File: src/sv/bsle_pkg.sv
`timescale 1ns / 1ps
// ----------------------------------------------------------------------------
// bsle_pkg
// Shared types and constants for the bounded sequence list engine: command
// codes, fixed field widths and the control bundle driven into the cell row.
// ----------------------------------------------------------------------------
package bsle_pkg;

    // Fixed item field widths
    localparam int CMD_W       = 4;
    localparam int POS_W       = 6;
    localparam int VAL_W       = 32;
    localparam int CNT_OUT_W   = 7;
    localparam int S_TDATA_W   = 40;
    localparam int M_TDATA_W   = 40;

    // Defaults for the top level parameters
    localparam int DEPTH_DEFAULT = 64;
    localparam int WIDTH_DEFAULT = 32;

    // Command codes
    localparam logic [CMD_W-1:0] CMD_PUSH_BACK  = 4'd0;
    localparam logic [CMD_W-1:0] CMD_PUSH_FRONT = 4'd1;
    localparam logic [CMD_W-1:0] CMD_INSERT     = 4'd2;
    localparam logic [CMD_W-1:0] CMD_ASSIGN     = 4'd3;
    localparam logic [CMD_W-1:0] CMD_POP_BACK   = 4'd4;
    localparam logic [CMD_W-1:0] CMD_POP_FRONT  = 4'd5;
    localparam logic [CMD_W-1:0] CMD_ERASE      = 4'd6;
    localparam logic [CMD_W-1:0] CMD_CLEAR      = 4'd7;
    localparam logic [CMD_W-1:0] CMD_GET        = 4'd8;
    localparam logic [CMD_W-1:0] CMD_SORT       = 4'd9;

    // Per-cycle control broadcast to every cell
    typedef struct packed {
        logic shift_up;    // cells at and above op_pos move up, op_pos takes value
        logic shift_down;  // cells at and above op_pos take their upper neighbor
        logic write;       // cell at op_pos takes value
        logic sort_en;     // one odd-even transposition step
        logic phase;       // parity of the lower cell of each compared pair
        logic sign;        // compare as two's complement
    } cell_ctl_t;

endpackage

File: src/sv/bsle_cell.sv
`timescale 1ns / 1ps
// ----------------------------------------------------------------------------
// bsle_cell
// One list slot. Holds one element and trades it with its neighbors on
// shifts and on odd-even transposition sort steps.
// ----------------------------------------------------------------------------
module bsle_cell #(
    parameter int INDEX = 0,
    parameter int DEPTH = 64,
    parameter int WIDTH = 32,
    parameter int CW    = $clog2(DEPTH + 1)
) (
    input  logic                 clk,
    input  bsle_pkg::cell_ctl_t  ctl,
    input  logic [CW-1:0]        op_pos,
    input  logic [CW-1:0]        count,
    input  logic [WIDTH-1:0]     value,
    input  logic [WIDTH-1:0]     left_val,
    input  logic [WIDTH-1:0]     right_val,
    output logic [WIDTH-1:0]     entry
);
    import bsle_pkg::*;

    localparam logic [CW-1:0] IDX      = CW'(INDEX);
    localparam logic [CW-1:0] IDX_NEXT = CW'(INDEX + 1);
    localparam logic          IDX_ODD  = 1'(INDEX % 2);

    logic [WIDTH-1:0] entry_reg;
    logic [WIDTH-1:0] entry_next;
    logic [WIDTH-1:0] flip;
    logic [WIDTH-1:0] key_mine;
    logic [WIDTH-1:0] key_left;
    logic [WIDTH-1:0] key_right;
    logic             pair_low;

    // Flip the top bit for signed order so an unsigned compare works
    assign flip      = WIDTH'(ctl.sign) << (WIDTH - 1);
    assign key_mine  = entry_reg ^ flip;
    assign key_left  = left_val ^ flip;
    assign key_right = right_val ^ flip;
    assign pair_low  = (IDX_ODD == ctl.phase);

    // Select the next element
    always_comb
    begin
        entry_next = entry_reg;
        if (ctl.write && (IDX == op_pos))
        begin
            entry_next = value;
        end
        else if (ctl.shift_up)
        begin
            if (IDX == op_pos)
                entry_next = value;
            else if (IDX > op_pos)
                entry_next = left_val;
        end
        else if (ctl.shift_down)
        begin
            if (IDX >= op_pos)
                entry_next = right_val;
        end
        else if (ctl.sort_en)
        begin
            if (pair_low)
            begin
                if ((IDX_NEXT < count) && (key_right < key_mine))
                    entry_next = right_val;
            end
            else if ((INDEX > 0) && (IDX < count) && (key_mine < key_left))
            begin
                entry_next = left_val;
            end
        end
    end

    // Hold the element
    always_ff @(posedge clk)
    begin
        entry_reg <= entry_next;
    end

    assign entry = entry_reg;

endmodule

File: config.mk
export PLATFORM = sky130hd
export DESIGN_NAME = bsle_cell
export DESIGN_NICKNAME = d
export VERILOG_FILES = /design/src/sv/bsle_pkg.sv /design/src/sv/bsle_cell.sv
export SDC_FILE = /design/constraint.sdc
export NUM_CORES = 1
export LEC_CHECK = 0
export BUFFER_PORTS_ARGS = -buffer_cell sky130_fd_sc_hd__buf_2
export CAP_MARGIN = 10
export CORE_MARGIN = 2
export CORE_UTILIZATION = 45
export CTS_CLUSTER_SIZE = 12
export DETAILED_ROUTE_END_ITERATION = 10
export PLACE_DENSITY = 0.82
export SKIP_LAST_GASP = 1
export SYNTH_ARGS = -nofsm -noshare
export SYNTH_HDL_FRONTEND = slang
export SYNTH_SLANG_ARGS = --single-unit
File: constraint.sdc
create_clock -name clk -period 15 [get_ports clk]
set_input_delay 3 -clock clk [delete_from_list [all_inputs] [get_ports clk]]
set_output_delay 3 -clock clk [all_outputs]
set_load 0.01 [all_outputs]
==> results of run 1 <==
[where the power goes]
group	total [W]	internal (W)	switching (W)
combinational	0.0000454	0.0000229	0.0000225
clock	0.0000630	0.0000323	0.0000307
sequential	0.000102	0.000102	0.000000866
[cell families (layout without fill, tap and decap cells)]
| kind of cell | count (synthesis) | after routing | share of synthesized area [%] |
|---|---|---|---|
| buf+inv | 42 | 189 | 6.58 |
| fa+ha+maj | 31 | 31 | 15.7 |
| flops | 32 | 32 | 38.9 |
| compound gates | 60 | 60 | 13.6 |
| xor+xnor | 2 | 2 | 0.709 |
| mux | 32 | 32 | 13.0 |
| simple gates | 65 | 65 | 11.6 |
[layer usage]
layer	share of wire, %	global-route usage, %	vias up
li1	-	-	1235
met1	41	24.0	1059
met2	50	39.5	108
met3	8.3	5.06	6
met4	0.87	4.74	0
met5	0	0	-
[cells in the mapped netlist, drive strengths merged (2+ instances only)]
cell | count | share of area, %
edfxtp | 32 | 39
nand2b | 2 | 0.51
mux2i | 32 | 13
nand2 | 44 | 6.7
nor4 | 3 | 1.0
nor3 | 3 | 0.61
a31oi | 3 | 0.76
nor2 | 5 | 0.76
nand4 | 4 | 1.0
ha | 31 | 16
a21oi | 11 | 2.2
o21ai | 37 | 7.5
inv | 32 | 4.9
nand3 | 2 | 0.40
buf | 4 | 0.81
clkbuf | 6 | 0.91
[final timing paths]
kind                            startpoint        end
worst min-delay path             entry[31]  entry[29]
worst max register to register   entry[31]  entry[18]
worst max-delay path             op_pos[2]  entry[18]
worst min register to register   entry[31]  entry[29]
[area by class of cell]
type	instances	share of cell area, %
multi-input cells	190	40.9
flip-flops and latches	32	28.4
repair buffers	149	22.2
inverters	32	3.55
well taps	70	2.59
clock buffers	7	2.26
clock inverters	1	0.111
[through the flow]
stage | area (µm²) | util (%)
2_1_floorplan | 2470 | -
3_3_place_gp | 3300 | 63.5
4_1_cts | 3380 | 65.0
3_5_place_dp | 3300 | 63.5
6_report | 3380 | 65.0
5_1_grt | 3380 | 65.0
[worst max-delay path, delay by kind of cell]
family,cells,cell delay (ns)
AOI/OAI and AO/OA,1,0.21
and+or+nand+nor,4,1.58
buffers and inverters,2,0.52
==> metrics.txt, run 1 <==
P&R area growth vs syn 36.8%; crit path max fanout 33; endpoints failing hold 0; global route overflow 0; IO Count between 100 and 150; leakage power 1.88 nW; Post-Route Skew approximately 0.0030 ns; CTS Hold Buffers Added 0; CP Launch Type primary input; Post-synth top flop edfxtp_1; # Post-CTS Setup Buffers 0; number of instances in the placed design between 400 and 500; total CTS buffers 5; RSZ-0062 raised after global routing false; critical path's most frequent cell nor2_1; CTS H-tree depth 2; setup_tns 0 ns; Final WS setup about 9.6 ns; cells along the critical path buf_2 > nor3_1 > nand2_2 > nor2_1 > nor2_1 > a311oi_4 > buf_4; Mapped Cells between 200 and 300; port bufs approximately 150; Worst Hold Depth 6; Max transition margin around 30%; DRT Pass-1 Iters 4; clk buf depth 2; Final Wtd Congestion between 0.7 and 0.8; Yosys Warn Count 0; pwr dens around 62 nW/µm²; fin crit share approximately 36%; first-pass GRT wire length 10.1 mm; crit path DAT roughly 5.3 ns; dpl hpwl between 5 and 6 mm; Via Count roughly 2400; max reg flops 32; Placement Setup Slack just over 9 ns; Syn Nets approximately 410; Max VDD drop between 0.04 and 0.05 mV; most frequent cells in the layout buf_2 (147), nand2_1 (43), o21ai_0 (37); status finished clean; Die H between 70 and 80 µm; die area around 6100 µm²; placeable core area 5200 µm²; Worst path max stage delay roughly 0.73 ns; Fillers about 470; WL final about 6.4 mm; Remaining DRCs 0; # clock sinks 32; Antenna Nets Post-Route 0; CTS-repair resized insts 0; Clock Pin Slew Worst Setup and Hold Paths 0.07 ns; gr usage total a little over a fifth; Slew Limit Fails 0; FF+latch area 961 µm²; crit path time final 5.40 ns; largest net degree at the start of global routing 55; Worst-Margin Slew approximately 1.0 ns; Die Wd 78.1 µm; Cell variety after synth 30; EDFF count, synth 32; most common library cell in the layout ignoring fill and taps buf_2; Root Driver clkbuf_8; r2r worst-path depth 8; area of the multi-input gates 1380 µm²; Setup violations, final 0; Power Total approximately 0.00021 W; Critical Path RT around 15 ns; Slowest-stage cell, CP nand2_2; share of layout cells above drive strength 1 approximately two fifths; CTS tree yes; R2R Setup Slk 12.20 ns; synthesis-stage register bit count 32; crit end category register; wire per inst between 10 and 15 µm; final net count roughly 560; Site Rows 26; worst hold slack about 1.5 ns; synthesized area between 2000 and 2500 µm²; WS Path Type primary input to register; initial antenna violation count 0; worst min-delay path class register to register; vias in the first global route 2333; asr flop ratio synth 0%; Peak Freq 0.185 GHz; Max-cap violations 0; Iteration-0 DRC Markers 90; Worst-Skew Late Latency around 0.28 ns; share of the yosys chip area belonging to registers 38.9%; Starting Density ~47%; Post-Syn Area per Cell approximately 9.4 µm²; vias per cell between 5 and 6; Final Non-Filler Cells ~480; diodes inserted 0
No activity file was read; power rests on OpenSTA's default activity.
==> run 2: changes to the inputs <==
ABC_AREA = 1   (was unset)
CORE_UTILIZATION = 44   (was 45)
PLACE_DENSITY = 0.8   (was 0.82)
clock period = 5.1 ns   (was 15 ns; I/O delays follow)
==> metrics.txt, run 2 <==
Clock Pin Slew Worst Setup and Hold Paths 0.07 ns (about the same); leakage power 1.79 nW (-4.9%); sw frac 28.3% (+2.7 points); fin crit share ~62%; crit path time final between 3 and 4 ns; # Post-CTS Setup Buffers 0 (unchanged); status finished clean; vias per cell 5.01 (about the same); commonest cells in the netlist nand2_1 (95), nor2_1 (45), inv_1 (42); worst min-delay path class primary input to register; placeable core area 5510 µm² (+5.8%); final net count 617 (+11%); Iteration-0 DRC Markers 99 (+10%); most area-consuming cells after synthesis edfxtp_1 (38%), ha_1 (15%), nand2_1 (14%); Peak Freq ~0.32 GHz; DRT Pass-1 Iters 4 (unchanged); metal3 WL 447 µm (-16%); Critical path origin op_pos[5]; Worst-Margin Slew 1.08 ns (+0.0494 ns); Post-synth top flop edfxtp_1; diodes inserted 0 (unchanged); Die H 79.5 µm (+1.7%); wl on met1 2.75 mm (+5.4%); first-pass GRT wire length 11.1 mm (+9.4%); Detail Route met2 WL 3.55 mm (+10%); Post-DP Area 3290 µm² (-0.38%); most common library cell in the layout ignoring fill and taps buf_2; final instance area 3370 µm² (-0.48%); crit end category register; CTS Hold Buffers Added 0 (unchanged); IO Count 149 (unchanged); Post-Syn Area per Cell 7.71 µm² (-18%); final core utilization 61.1% (-3.9 points); die area 6320 µm² (+3.5%); synthesized-area fraction occupied by adder cells 15.5% (-0.21 points); dpl hpwl 5.36 mm (+4.4%); initial antenna violation count 0 (unchanged); share of the yosys chip area belonging to registers 38.3% (-0.52 points); cells along the critical path buf_2 > nor2_1 > nand2_1 > nor2_4 > inv_1 > buf_4 > o21ai_0 > nand2_1 > a21oi_4; Die Wd 79.5 µm (+1.7%); CTS tree yes; crit path DAT 3.06 ns (-2.27 ns); global route overflow 0 (unchanged); Simple-Gate Fraction of Synth Area 23.2% (+12 points); clk buf depth 2 (unchanged); Logic pwr share 25.5% (+4.0 points); endpoints failing hold 0 (unchanged); RSZ-0062 raised after global routing false; CTS H-tree depth 2 (unchanged); CP Launch Type primary input; sw power 0.000189 W (+250%); Root Driver clkbuf_8; Antenna Nets Post-Route 0 (unchanged); Reg2Reg Launch Point entry[31]; critical path's most frequent cell nand2_1; hold_sp left_val[30]; Mapped Cells 325 (+23%); gr usage total 22.2% (+1.2 points); Slowest-stage cell, CP a21oi_4; mux contribution to synthesized area 0% (-13 points); crit path max fanout 33 (unchanged); EDFF count, synth 32 (unchanged); Setup violations, final 0 (unchanged); Yosys Warn Count 0 (unchanged); count leader, synth nand2_1; Pint 0.000478 W (+210%); CTS-repair resized insts 0 (unchanged); Syn Nets 473 (+15%); pwr dens 198 nW/µm² (+220%); Worst-Skew Late Latency 0.28 ns (about the same); max reg flops 32 (unchanged); Power Total 0.000668 W (+220%); total CTS buffers 5 (unchanged); Starting Density 45.5% (-2.0 points); Max VDD drop 0.115 mV (+160%); asr flop ratio synth 0% (unchanged); Post-Route Skew 0.0113 ns (+0.00833 ns); register share of total power 47.2% (-1.4 points); most frequent cells in the layout buf_2 (147), nand2_1 (95), nor2_1 (45); Remaining DRCs 0 (unchanged); synthesized area 2510 µm² (+1.4%); Via Count 2708 (+12%); Cell variety after synth 21 (-30%); largest net degree at the start of global routing 65 (+18%); setup_tns 0 ns (unchanged); top cell type's share of synthesized area 38.3% (-0.52 points); Site Rows 27 (+3.8%); Max transition margin 27.7% (-3.2 points); WS Path Type primary input to register; largest family of logic cells by synthesized area simple AND/OR/NAND/NOR gates; Worst path max stage delay 0.82 ns (+0.09 ns); Slew Limit Fails 0 (unchanged); Yosys top cell by area edfxtp_1; wire per inst 12.7 µm (-4.9%); Max-cap violations 0 (unchanged); WL final 6.88 mm (+7.0%); Final Wtd Congestion 0.805 (+2.2%); # clock sinks 32 (unchanged); synthesis-stage register bit count 32 (unchanged); Synth Area in Compound Gates 13.0% (-0.63 points); P&R area growth vs syn 34.3%; share of layout cells above drive strength 1 33.7% (-5.0 points); XOR/XNOR share of the synthesized area 0.699% (-0.0096 points); port bufs 147 (unchanged); vias in the first global route 2691 (+15%); uppermost layer routed met4; Clk network pwr share 27.3% (-2.6 points); Critical Path RT 4.99 ns (-9.94 ns)
-- run 2: cell count changes after synthesis, moves of 2 or more --
cell | previous run | this run
nor2_1 | 5 | 45
inv_1 | 32 | 42
buf_1 | 0 | 3
mux2i_1 | 32 | 0
buf_6 | 0 | 3
nor4_1 | 2 | 0
a21oi_1 | 11 | 16
clkbuf_1 | 6 | 3
nand2b_1 | 2 | 0
o21ai_0 | 37 | 5
a31oi_1 | 3 | 32
nand2_1 | 44 | 95
-- run 2: logic make-up after synthesis --
logic type               count (synthesis)
AND/OR/NAND/NOR                        149
AO/OA/AOI/OAI                           56
buffers and inverters                   55
flip-flops                              32
adder cells (fa/ha/maj)                 31
XOR/XNOR                                 2
-- run 2: worst paths after layout --
| check | endpoint | slack, ns | cells after the start |
|---|---|---|---|
| worst max register to register | entry[15] | 2.47 | 9 |
| worst min-delay path | entry[30] | 1.11 | 3 |
| worst max-delay path | entry[15] | 1.93 | 9 |
| worst min register to register | entry[24] | 1.41 | 7 |
-- run 2: power by group through the flow --
stage | Combinational (W) | Clock [W] | Sequential (W)
final | 0.000170 | 0.000182 | 0.000315
after global routing | 0.000194 | 0.000199 | 0.000316
after CTS | 0.000172 | 0.000188 | 0.000315
after detailed placement | 0.000171 | 0 | 0.000321
after global placement | 0.000164 | 0 | 0.000320
after floorplan | 0.0000838 | 0 | 0.000327
-- run 2: critical path: cells and delay by family --
kind / cells / cell delay (ns)
compound gates: 2 / 0.94
simple gates: 4 / 0.64
buf+inv: 3 / 0.45
-- run 2: layout make-up --
| type | instances | area [µm²] |
|---|---|---|
| Multi-Input combinational cell | 238 | 1320 |
| Timing Repair Buffer | 150 | 758 |
| Fill cell | 525 | 2140 |
| Clock inverter | 2 | 7.51 |
| Tap cell | 72 | 90.1 |
| Clock buffer | 5 | 68.8 |
| Sequential cell | 32 | 961 |
| Inverter | 42 | 158 |
-- run 2: stage by stage --
stage	setup slack (ns)	std cells	hold slack [ns]
6_report	1.93	541	1.11
5_1_grt	1.68	541	1.12
4_1_cts	1.85	541	1.10
3_5_place_dp	1.57	534	1.40
3_3_place_gp	1.61	534	1.38
2_1_floorplan	1.26	325	1.27
-- run 2: per-layer routing --
metal / track usage, % / vias up
li1: - / 1369
met1: 23.5 / 1225
met2: 42.6 / 102
met3: 4.75 / 12
met4: 7.76 / 0
met5: 0 / -
