## config.mk

```make
export PLATFORM = sky130hd
export DESIGN_NAME = bsle_ctrl
export DESIGN_NICKNAME = d
export VERILOG_FILES = /design/src/sv/bsle_pkg.sv /design/src/sv/bsle_ctrl.sv
export SDC_FILE = /design/constraint.sdc
export NUM_CORES = 1
export LEC_CHECK = 0
export BUFFER_PORTS_ARGS = -buffer_cell sky130_fd_sc_hd__buf_2
export CAP_MARGIN = 25
export CORE_MARGIN = 5
export CORE_UTILIZATION = 54
export DETAILED_ROUTE_END_ITERATION = 7
export GPL_ROUTABILITY_DRIVEN = 1
export GPL_TIMING_DRIVEN = 0
export PLACE_DENSITY = 0.85
export SYNTH_ARGS = -nofsm -noshare
export SYNTH_HDL_FRONTEND = slang
export SYNTH_SLANG_ARGS = --single-unit
```

## constraint.sdc

```tcl
create_clock -name clk -period 7.5 [get_ports clk]
set_input_delay 1.5 -clock clk [delete_from_list [all_inputs] [get_ports clk]]
set_output_delay 1.5 -clock clk [all_outputs]
set_load 0.1 [all_outputs]
```

## src/sv/bsle_pkg.sv

```systemverilog
`timescale 1ns / 1ps
// ----------------------------------------------------------------------------
// bsle_pkg
// Shared types and constants for the bounded sequence list engine: command
// codes, fixed field widths and the control bundle driven into the cell row.
// ----------------------------------------------------------------------------
package bsle_pkg;

    // Fixed item field widths
    localparam int CMD_W       = 4;
    localparam int POS_W       = 6;
    localparam int VAL_W       = 32;
    localparam int CNT_OUT_W   = 7;
    localparam int S_TDATA_W   = 40;
    localparam int M_TDATA_W   = 40;

    // Defaults for the top level parameters
    localparam int DEPTH_DEFAULT = 64;
    localparam int WIDTH_DEFAULT = 32;

    // Command codes
    localparam logic [CMD_W-1:0] CMD_PUSH_BACK  = 4'd0;
    localparam logic [CMD_W-1:0] CMD_PUSH_FRONT = 4'd1;
    localparam logic [CMD_W-1:0] CMD_INSERT     = 4'd2;
    localparam logic [CMD_W-1:0] CMD_ASSIGN     = 4'd3;
    localparam logic [CMD_W-1:0] CMD_POP_BACK   = 4'd4;
    localparam logic [CMD_W-1:0] CMD_POP_FRONT  = 4'd5;
    localparam logic [CMD_W-1:0] CMD_ERASE      = 4'd6;
    localparam logic [CMD_W-1:0] CMD_CLEAR      = 4'd7;
    localparam logic [CMD_W-1:0] CMD_GET        = 4'd8;
    localparam logic [CMD_W-1:0] CMD_SORT       = 4'd9;

    // Per-cycle control broadcast to every cell
    typedef struct packed {
        logic shift_up;    // cells at and above op_pos move up, op_pos takes value
        logic shift_down;  // cells at and above op_pos take their upper neighbor
        logic write;       // cell at op_pos takes value
        logic sort_en;     // one odd-even transposition step
        logic phase;       // parity of the lower cell of each compared pair
        logic sign;        // compare as two's complement
    } cell_ctl_t;

endpackage

```

## src/sv/bsle_ctrl.sv

```systemverilog
`timescale 1ns / 1ps
// ----------------------------------------------------------------------------
// bsle_ctrl
// Command decode, bounds checks, element count, sort sequencer, the
// configuration register and the result register.
// ----------------------------------------------------------------------------
module bsle_ctrl #(
    parameter int DEPTH = 64,
    parameter int CW    = $clog2(DEPTH + 1)
) (
    input  logic                              clk,
    input  logic                              rst_n,
    // command side
    input  logic                              cmd_valid,
    output logic                              cmd_ready,
    input  logic [bsle_pkg::CMD_W-1:0]        command,
    input  logic [bsle_pkg::POS_W-1:0]        position,
    input  logic [bsle_pkg::VAL_W-1:0]        rd_data,
    // configuration
    input  logic                              cfg_valid,
    output logic                              cfg_ready,
    input  logic                              cfg_data,
    // cell row
    output bsle_pkg::cell_ctl_t               ctl,
    output logic [CW-1:0]                     op_pos,
    output logic [CW-1:0]                     count,
    // result side
    output logic                              res_valid,
    input  logic                              res_ready,
    output logic                              res_status,
    output logic [bsle_pkg::VAL_W-1:0]        res_read_value,
    output logic [bsle_pkg::CNT_OUT_W-1:0]    res_count
);
    import bsle_pkg::*;

    localparam int XW = (CW > POS_W) ? CW + 1 : POS_W + 1;
    localparam logic [CW-1:0] FULL_COUNT = CW'(DEPTH);

    localparam logic ST_RUN  = 1'b0;
    localparam logic ST_SORT = 1'b1;

    logic                 state_reg, state_next;
    logic [CW-1:0]        count_reg, count_next;
    logic [CW-1:0]        sort_cnt_reg, sort_cnt_next;
    logic                 sign_reg;
    logic                 res_valid_reg;
    logic                 res_status_reg;
    logic [VAL_W-1:0]     res_rd_reg;
    logic [CNT_OUT_W-1:0] res_count_reg;

    logic                 accept;
    logic                 full;
    logic                 empty;
    logic [XW-1:0]        pos_x;
    logic [XW-1:0]        cnt_x;
    logic                 err;
    logic                 do_read;
    logic                 start_sort;
    logic                 sort_done;
    logic                 load_res;
    logic                 res_err;
    logic [VAL_W-1:0]     res_rd;

    assign cmd_ready = (state_reg == ST_RUN) && (!res_valid_reg || res_ready);
    assign accept    = cmd_valid && cmd_ready;
    assign cfg_ready = 1'b1;

    assign full  = (count_reg == FULL_COUNT);
    assign empty = (count_reg == '0);
    assign pos_x = XW'(position);
    assign cnt_x = XW'(count_reg);

    // Decode the command and check its bounds
    always_comb
    begin
        ctl            = '0;
        ctl.sign       = sign_reg;
        op_pos         = CW'(position);
        count_next     = count_reg;
        err            = 1'b0;
        do_read        = 1'b0;
        start_sort     = 1'b0;
        unique case (command)
            CMD_PUSH_BACK:
            begin
                err       = full;
                op_pos    = count_reg;
                ctl.write = accept && !full;
                if (accept && !full)
                    count_next = count_reg + 1'b1;
            end
            CMD_PUSH_FRONT:
            begin
                err          = full;
                op_pos       = '0;
                ctl.shift_up = accept && !full;
                if (accept && !full)
                    count_next = count_reg + 1'b1;
            end
            CMD_INSERT:
            begin
                err          = full || (pos_x > cnt_x);
                ctl.shift_up = accept && !err;
                if (accept && !err)
                    count_next = count_reg + 1'b1;
            end
            CMD_ASSIGN:
            begin
                err       = (pos_x >= cnt_x);
                ctl.write = accept && !err;
            end
            CMD_POP_BACK:
            begin
                err = empty;
                if (accept && !empty)
                    count_next = count_reg - 1'b1;
            end
            CMD_POP_FRONT:
            begin
                err            = empty;
                op_pos         = '0;
                ctl.shift_down = accept && !empty;
                if (accept && !empty)
                    count_next = count_reg - 1'b1;
            end
            CMD_ERASE:
            begin
                err            = (pos_x >= cnt_x);
                ctl.shift_down = accept && !err;
                if (accept && !err)
                    count_next = count_reg - 1'b1;
            end
            CMD_CLEAR:
            begin
                if (accept)
                    count_next = '0;
            end
            CMD_GET:
            begin
                err     = (pos_x >= cnt_x);
                do_read = !err;
            end
            CMD_SORT:
            begin
                start_sort = accept && (count_reg > CW'(1));
            end
            default:
            begin
                err = 1'b1;
            end
        endcase
        // Sort steps override the idle decode
        if (state_reg == ST_SORT)
        begin
            ctl            = '0;
            ctl.sign       = sign_reg;
            ctl.sort_en    = 1'b1;
            ctl.phase      = sort_cnt_reg[0];
            count_next     = count_reg;
            start_sort     = 1'b0;
        end
    end

    // Sequence the sort: one transposition step per stored element
    assign sort_done = (state_reg == ST_SORT) && (sort_cnt_reg == CW'(1));

    always_comb
    begin
        state_next    = state_reg;
        sort_cnt_next = sort_cnt_reg;
        unique case (state_reg)
            ST_RUN:
            begin
                if (start_sort)
                begin
                    state_next    = ST_SORT;
                    sort_cnt_next = count_reg;
                end
            end
            ST_SORT:
            begin
                sort_cnt_next = sort_cnt_reg - 1'b1;
                if (sort_done)
                    state_next = ST_RUN;
            end
            default:
            begin
                state_next = ST_RUN;
            end
        endcase
    end

    // Build the result
    assign load_res = (accept && !start_sort) || sort_done;
    assign res_err  = sort_done ? 1'b0 : err;
    assign res_rd   = (!sort_done && do_read) ? rd_data : '0;

    always_ff @(posedge clk or negedge rst_n)
    begin
        if (!rst_n)
        begin
            state_reg     <= ST_RUN;
            count_reg     <= '0;
            sort_cnt_reg  <= '0;
            sign_reg      <= 1'b0;
            res_valid_reg <= 1'b0;
        end
        else
        begin
            state_reg    <= state_next;
            count_reg    <= count_next;
            sort_cnt_reg <= sort_cnt_next;
            if (cfg_valid && cfg_ready)
                sign_reg <= cfg_data;
            if (load_res)
                res_valid_reg <= 1'b1;
            else if (res_ready)
                res_valid_reg <= 1'b0;
        end
    end

    // Hold the result payload
    always_ff @(posedge clk)
    begin
        if (load_res)
        begin
            res_status_reg <= res_err;
            res_rd_reg     <= res_rd;
            res_count_reg  <= CNT_OUT_W'(count_next);
        end
    end

    assign count          = count_reg;
    assign res_valid      = res_valid_reg;
    assign res_status     = res_status_reg;
    assign res_read_value = res_rd_reg;
    assign res_count      = res_count_reg;

endmodule

```

==> impl_results.md, run 1 <==
- CTS resizes: 0
- R2R Path End: res_count[5]
- WP data required: 6.00 ns
- Post-synthesis sequential area ratio: roughly half
- Max Fclk: just over 200 MHz
- I/O Buffers: between 100 and 150
- Dpl cell area: between 3000 and 4000 um^2
- # diodes: 0
- Core footprint: between 5000 and 6000 um^2
- Fin crit period: 4.89 ns
- Commonest non-fill, non-tap cell in the layout: buf_2
- Largest register FFs: 32
- Total GRT Usage: between 20% and 30%
- Termination of the worst setup path: ctl[3]
- Number of max-slew violations in the final report: 0
- Hold-fix buffers at CTS: 0
- Switch share: between 50% and 60%
- Share of cells above drive strength 1: 32.2%
- Worst Path Max Fanout: 4
- Layout overhead on the synthesized area: 25.7%
- Global-route wire length before repair: 13,000 um
- Hold Crit Class: reg -> reg
- Worst slew pin tran: 0.903 ns
- Detailed placement HPWL: between 6000 and 7000 um
- Initial Utilization: 54.8%
- Finished Layout Cells: about 500
- Routability cong.: about 0.89
- Hold Vio Cnt, Final: 0
- Wirelength per Cell: about 17 um
- CTS H-tree lvls: 3
- Yosys cell types: 60
- RSZ-0062 raised after global routing: no
- Worst-case clock buffer depth: 2
- Postcts setup bufs: 0
- Maxcap violations: 0
- IO Pins: 111
- FF-to-FF path depth: 10
- Initial DRC count: 243
- Final Cell Area: approximately 4000 um^2
- Synth warnings: 0
- Combinational Power Share: between 50% and 60%
- Largest net degree at the start of global routing: between 40 and 50
- Period utilization: between 60 and 70%
- Worst clock skew: a little over 0.007 ns
- Top_reg_cell synth: edfxtp_1
- Internal power: ~0.00078 W
- TritonCTS Buffers: 9
- DRC Markers: 0
- Power Dens Cells: ~450 nW/um^2
- Final ANT Viol Nets: 0
- CP Capture Type: output pin
- First-pass DRT Iterations: 5
- Initial antenna violation count: 0
- Nets: between 400 and 500
- Peak supply drop: about 0.37 mV
- Skew-Pair Late Insertion Delay: around 0.32 ns
- Avg Inst Size Synth: ~10 um^2
- Leakage power: ~1.7 nW
- Root buffer cell: clkbuf_8
- Design Power: approximately 0.0018 W
- Crit path launch: position[0]
- Status: finished clean
- Grt ovf: 0
- Startpoint Class: input port
- TNS Setup: 0 ns
- Ys async rst share: between 20 and 30%
- Dpl ws: around 2.6 ns
- CP Class: in -> out
- Vert. Die Dim: 86.8 um
- Worst slew margin: about two fifths
- Seq pwr share: 28.1%
- Reg2reg start: count[4]
- CTS sink cnt: 57
- Vias: ~2.9k
- Die span in x: between 80 and 90 um
- Vias per cell: 5.74
- Routed wire length: 8550 um
- CTS tree: done
- Post-synth EDFFs: 40
- Count of final setup violators: 0
- Critical Path AT: 3.39 ns
- Cell count after synthesis: about 300
- Post-Syn Area: roughly 3200 um^2
- Syn nets: between 300 and 400
- Final worst slack: approximately 2.6 ns
- Switch Pwr: 0.00102 W
- Register clock-pin slew on the reported worst setup and hold paths: ~0.06 ns
- Flops & latches, synth: 57
- DIE AREA: around 7500 um^2
- Most frequent cells in the layout: buf_2 (110), edfxtp_1 (40), and2_1 (36)
- Cell row count: 28
- Placed cell count: 487
- Clock power frac: 14.0%
- R2r setup slk: ~4.2 ns
- Vias in the first global route: around 2.7k
[per-stage QoR]
stage | hold slack, ns | util, %
2_1_floorplan | 0.471 | -
3_3_place_gp | 0.491 | 65.7
3_5_place_dp | 0.498 | 65.7
4_1_cts | 0.511 | 68.9
5_1_grt | 0.538 | 68.9
6_report | 0.507 | 68.9
[area by class of cell]
| type | count | area (um^2) |
|---|---|---|
| clock buffer | 13 | 169 |
| tap | 75 | 93.8 |
| sequential | 57 | 1630 |
| timing repair buffer | 108 | 541 |
| buffer | 18 | 88.8 |
| multi-input combinational | 217 | 1430 |
| fill | 441 | 1810 |
| inverter | 12 | 45.0 |
| clock inverter | 3 | 13.8 |
[critical path, cell delays in order]
cell and delay [ns]:
buf_2 0.09, inv_1 0.04, ha_1 0.29, nand2b_1 0.14, a211oi_1 0.30, o21ba_2 0.28, a31oi_1 0.11, nor4_1 0.17
buf_2 0.47
[layer usage]
metal | GRT usage, % | part of all wire (%) | vias up
li1 | - | - | 1371
met1 | 28.7 | 40 | 1357
met2 | 36.6 | 51 | 142
met3 | 5.70 | 6.8 | 19
met4 | 7.37 | 2.8 | 0
met5 | 0 | 0 | -
[cells by family after synthesis]
| family | after synthesis | share of synthesized area (%) |
|---|---|---|
| fa+ha+maj | 11 | 4.32 |
| compound gates | 76 | 16.8 |
| buf+inv | 30 | 4.20 |
| xor+xnor | 4 | 1.10 |
| simple gates | 123 | 21.7 |
| mux | 2 | 0.667 |
| other cells | 1 | 0.118 |
| flops | 57 | 51.0 |
[cell usage after synthesis, types with 7 or more instances]
| library cell | number | share of area [%] |
|---|---|---|
| nor2_1 | 16 | 1.9 |
| inv_1 | 12 | 1.4 |
| nor3_1 | 12 | 1.9 |
| a21oi_1 | 12 | 1.9 |
| clkbuf_1 | 12 | 1.4 |
| edfxtp_1 | 40 | 38 |
| dfrtp_1 | 17 | 13 |
| nand2_1 | 24 | 2.8 |
| and2_1 | 36 | 7.1 |
| ha_1 | 11 | 4.3 |
| o21ai_0 | 16 | 2.5 |
| nand3_1 | 7 | 1.1 |
[worst min path at each step]
stage	startpoint	end	slack, ns	depth (start not counted)
6_report	sort_cnt_reg[1]	sort_cnt_reg[1]	0.51	2
5_1_grt	sort_cnt_reg[1]	sort_cnt_reg[1]	0.54	2
4_1_cts	sort_cnt_reg[1]	sort_cnt_reg[1]	0.51	2
3_5_place_dp	sort_cnt_reg[1]	sort_cnt_reg[1]	0.50	2
3_3_place_gp	sign_reg	sign_reg	0.49	1
2_1_floorplan	sort_cnt_reg[1]	sort_cnt_reg[1]	0.47	2
[power groups by stage]
stage                     Combinational [W]  Clock [W]  Sequential, W
final                               0.00104   0.000252       0.000506
after global routing                0.00109   0.000276       0.000517
after CTS                           0.00104   0.000258       0.000506
after detailed placement            0.00103          0       0.000509
after global placement              0.00103          0       0.000507
after floorplan                    0.000384          0       0.000978
No activity file was read; power rests on OpenSTA's default activity.
==> inputs of run 2 (changes only) <==
CORE_UTILIZATION = 45   (was 54)
PLACE_DENSITY = 0.76   (was 0.85)
clock period = 4.35 ns   (was 7.5 ns; I/O delays follow)
==> run 2 against run 1 <==
Against the previous run:
- global-route usage decreased by 3.1 points
- non-clock buffer count unchanged
- register-to-register slack got worse by 3.0 ns
- utilization decreased by 9.4 points
- final area increased by 1.4%
- sequential power increased by 72%
- count of clock-buffer cells in the layout decreased by 1
- first-iteration DRC count decreased by 27%
- clock skew decreased by 0.0014 ns
- die area increased by 18%
- routed wire length decreased by 2.7%
- highest routed layer unchanged
==> impl_results.md, run 2 (synthesis results as in run 1) <==
- CP Cell Sequence: clkbuf_1 > inv_1 > ha_1 > a211oi_1 > nor3_1 > o22ai_1 > a22oi_1 > nor2_2 > buf_2 (was buf_2 > inv_1 > ha_1 > nand2b_1 > a211oi_1 > o21ba_2 > a31oi_1 > nor4_1 > buf_2)
- Finished Layout Cells: 524 (was 503)
- Detailed placement HPWL: 6380 um (was 6430 um)
- Worst Path Max Fanout: 10 (was 4)
- Crit path max-delay family: buffers and inverters (was compound AO/OA/AOI/OAI gates)
- Nets: 482 (unchanged)
- CP max stage cell: dfrtp_1 (was buf_2)
- Final ANT Viol Nets: 0 (unchanged)
- Largest net degree at the start of global routing: 42 (unchanged)
- Initial DRC count: 178 (was 243)
- Cell row count: 30 (was 28)
- CTS H-tree lvls: 3 (unchanged)
- Count of final setup violators: 0 (unchanged)
- Power Dens Cells: 772 nW/um^2 (was 450 nW/um^2)
- Total GRT Usage: 19.2% (was 22.3%)
- First-pass DRT Iterations: 4 (was 5)
- Vert. Die Dim: 94.2 um (was 86.8 um)
- Root buffer cell: clkbuf_8 (unchanged)
- CTS tree: done (unchanged)
- Hold Crit Class: in -> async (was reg -> reg)
- Fin util: 59.5% (was 68.9%)
- Worst slew pin tran: 0.913 ns (was 0.903 ns)
- Wirelength per Cell: 15.9 um (was 17.0 um)
- CTS resizes: 0 (unchanged)
- Worst slew margin: 39.2% (was 39.8%)
- Commonest non-fill, non-tap cell in the layout: buf_2 (unchanged)
- Routability cong.: 0.947 (was 0.893)
- Die span in x: 94.2 um (was 86.8 um)
- Most frequent cells in the layout: buf_2 (110), edfxtp_1 (40), and2_1 (36) (unchanged)
- Core footprint: 6830 um^2 (was 5820 um^2)
- Combinational Power Share: 57.1% (was 57.9%)
- Switch Pwr: 0.00176 W (was 0.00102 W)
- I/O Buffers: 108 (unchanged)
- Max Fclk: roughly 250 MHz
- Skew-Pair Late Insertion Delay: 0.33 ns (was 0.32 ns)
- Vias in the first global route: 2,699 (was 2,683)
- Internal power: 0.00138 W (was 0.000783 W)
- Vias: 2,803 (was 2,889)
- CTS sink cnt: 57 (unchanged)
- Register clock-pin slew on the reported worst setup and hold paths: 0.06 ns (about the same)
- CP Capture Type: output pin (unchanged)
- FF-to-FF path depth: 10 (unchanged)
- RSZ-0062 raised after global routing: no (unchanged)
- Share of cells above drive strength 1: 32.9% (was 32.2%)
- # diodes: 0 (unchanged)
- Startpoint Class: flop (was input port)
- Crit-path max cell delay: 0.47 ns (about the same)
- Grt ovf: 0 (unchanged)
- Critical Path AT: 3.08 ns (was 3.39 ns)
- Buf/Inv on CP: 3 (unchanged)
- DRC Markers: 0 (unchanged)
- DIE AREA: 8870 um^2 (was 7540 um^2)
- WP data required: 3.48 ns (was 6.00 ns)
- Routed wire length: 8310 um (was 8550 um)
- WP depth: 9 (unchanged)
- TritonCTS Buffers: 9 (unchanged)
- Layout overhead on the synthesized area: 27.4% (was 25.7%)
- Maxcap violations: 0 (unchanged)
- Worst clock skew: 0.00588 ns (was 0.00726 ns)
- Initial antenna violation count: 0 (unchanged)
- Seq pwr share: 27.7% (was 28.1%)
- Largest register FFs: 32 (unchanged)
- Hold Vio Cnt, Final: 0 (unchanged)
- Leakage power: 1.75 nW (was 1.74 nW)
- CP Class: reg -> out (was in -> out)
- IO Pins: 111 (unchanged)
- Postcts setup bufs: 0 (unchanged)
- Switch share: 56.0% (was 56.5%)
- Fin crit period: 3.95 ns
- Worst-case clock buffer depth: 2 (unchanged)
- Number of max-slew violations in the final report: 0 (unchanged)
- Initial Utilization: 46.7% (was 54.8%)
- Clock power frac: 15.1% (was 14.0%)
- Status: finished clean (unchanged)
- Peak supply drop: 0.557 mV (was 0.368 mV)
- Vias per cell: 5.35 (was 5.74)
- Period utilization: between 90% and 100%
- Hold-fix buffers at CTS: 0 (unchanged)
- Global-route wire length before repair: 13,300 um (was 13,000 um)
- Placed cell count: 508 (was 487)
-- run 2: cell types whose count changed in the layout (fill, tap and decap cells not counted) --
cell / change
o21ai_0: -5
o21ai_1: +5
clkbuf_8: -2
bufinv_16: +1
clkbuf_1: +1
nor2_1: -1
nor2_2: +1
nor4_1: -1
nor4_2: +1
nor4bb_1: -1
nor4bb_2: +1
o41ai_1: -1
o41ai_2: +1
-- run 2: metal layers --
| metal | vias up | wire [um] | GRT usage, % | share of wire [%] |
|---|---|---|---|---|
| li1 | 1371 | - | - | - |
| met1 | 1342 | 3430 | 25.3 | 41 |
| met2 | 82 | 4300 | 31.2 | 52 |
| met3 | 8 | 519 | 5.37 | 6.2 |
| met4 | 0 | 59 | 4.93 | 0.71 |
| met5 | - | 0 | 0 | 0 |
-- run 2: power by group through the flow --
stage                     sequential (W)  clock [W]  combinational [W]
after floorplan                  0.00169          0           0.000666
after global placement          0.000871          0            0.00177
after detailed placement        0.000879          0            0.00179
after CTS                       0.000870   0.000486            0.00180
after global routing            0.000890   0.000514            0.00189
final                           0.000870   0.000474            0.00179
-- run 2: through the flow --
stage	power [W]	hold slack, ns	instance area (um^2)	setup slack [ns]	TNS (ns)
floorplan	0.00235	0.471	3210	-0.630	-0.630
global placement	0.00265	0.490	3870	0.734	0
detailed placement	0.00267	0.499	3870	0.720	0
CTS	0.00315	0.467	4060	0.420	0
global route	0.00329	0.492	4060	0.245	0
finish	0.00313	0.469	4060	0.399	0
-- run 2: final cells by class --
class	instances	area (um^2)
Inverter	12	45.0
Buffer	18	88.8
Tap cell	96	120
Multi-Input combinational cell	217	1450
Fill cell	600	2770
Sequential cell	57	1630
Clock buffer	12	145
Timing Repair Buffer	108	541
Clock inverter	4	43.8
-- run 2: worst reg2reg max path, cell delays in order, from the launching register on --
cell      delay [ns]
dfrtp_1         0.47
clkbuf_1        0.37
inv_1           0.17
ha_1            0.32
a211oi_1        0.21
nor3_1          0.10
o22ai_1         0.40
o211a_1         0.24
o211ai_1        0.15
o31ai_1         0.28
o221ai_1        0.19
-- run 2: path summary, 6_finish.rpt --
kind / end / slack, ns / from
min in group clk: sign_reg / 0.51 / sign_reg
setup reg to reg: res_count[5] / 1.16 / count[4]
hold / removal: sort_cnt_reg[5] / 0.47 / rst_n
max in group asynchronous: count[3] / 3.59 / rst_n
setup / recovery: ctl[5] / 0.40 / count[4]
hold reg to reg: sign_reg / 0.51 / sign_reg
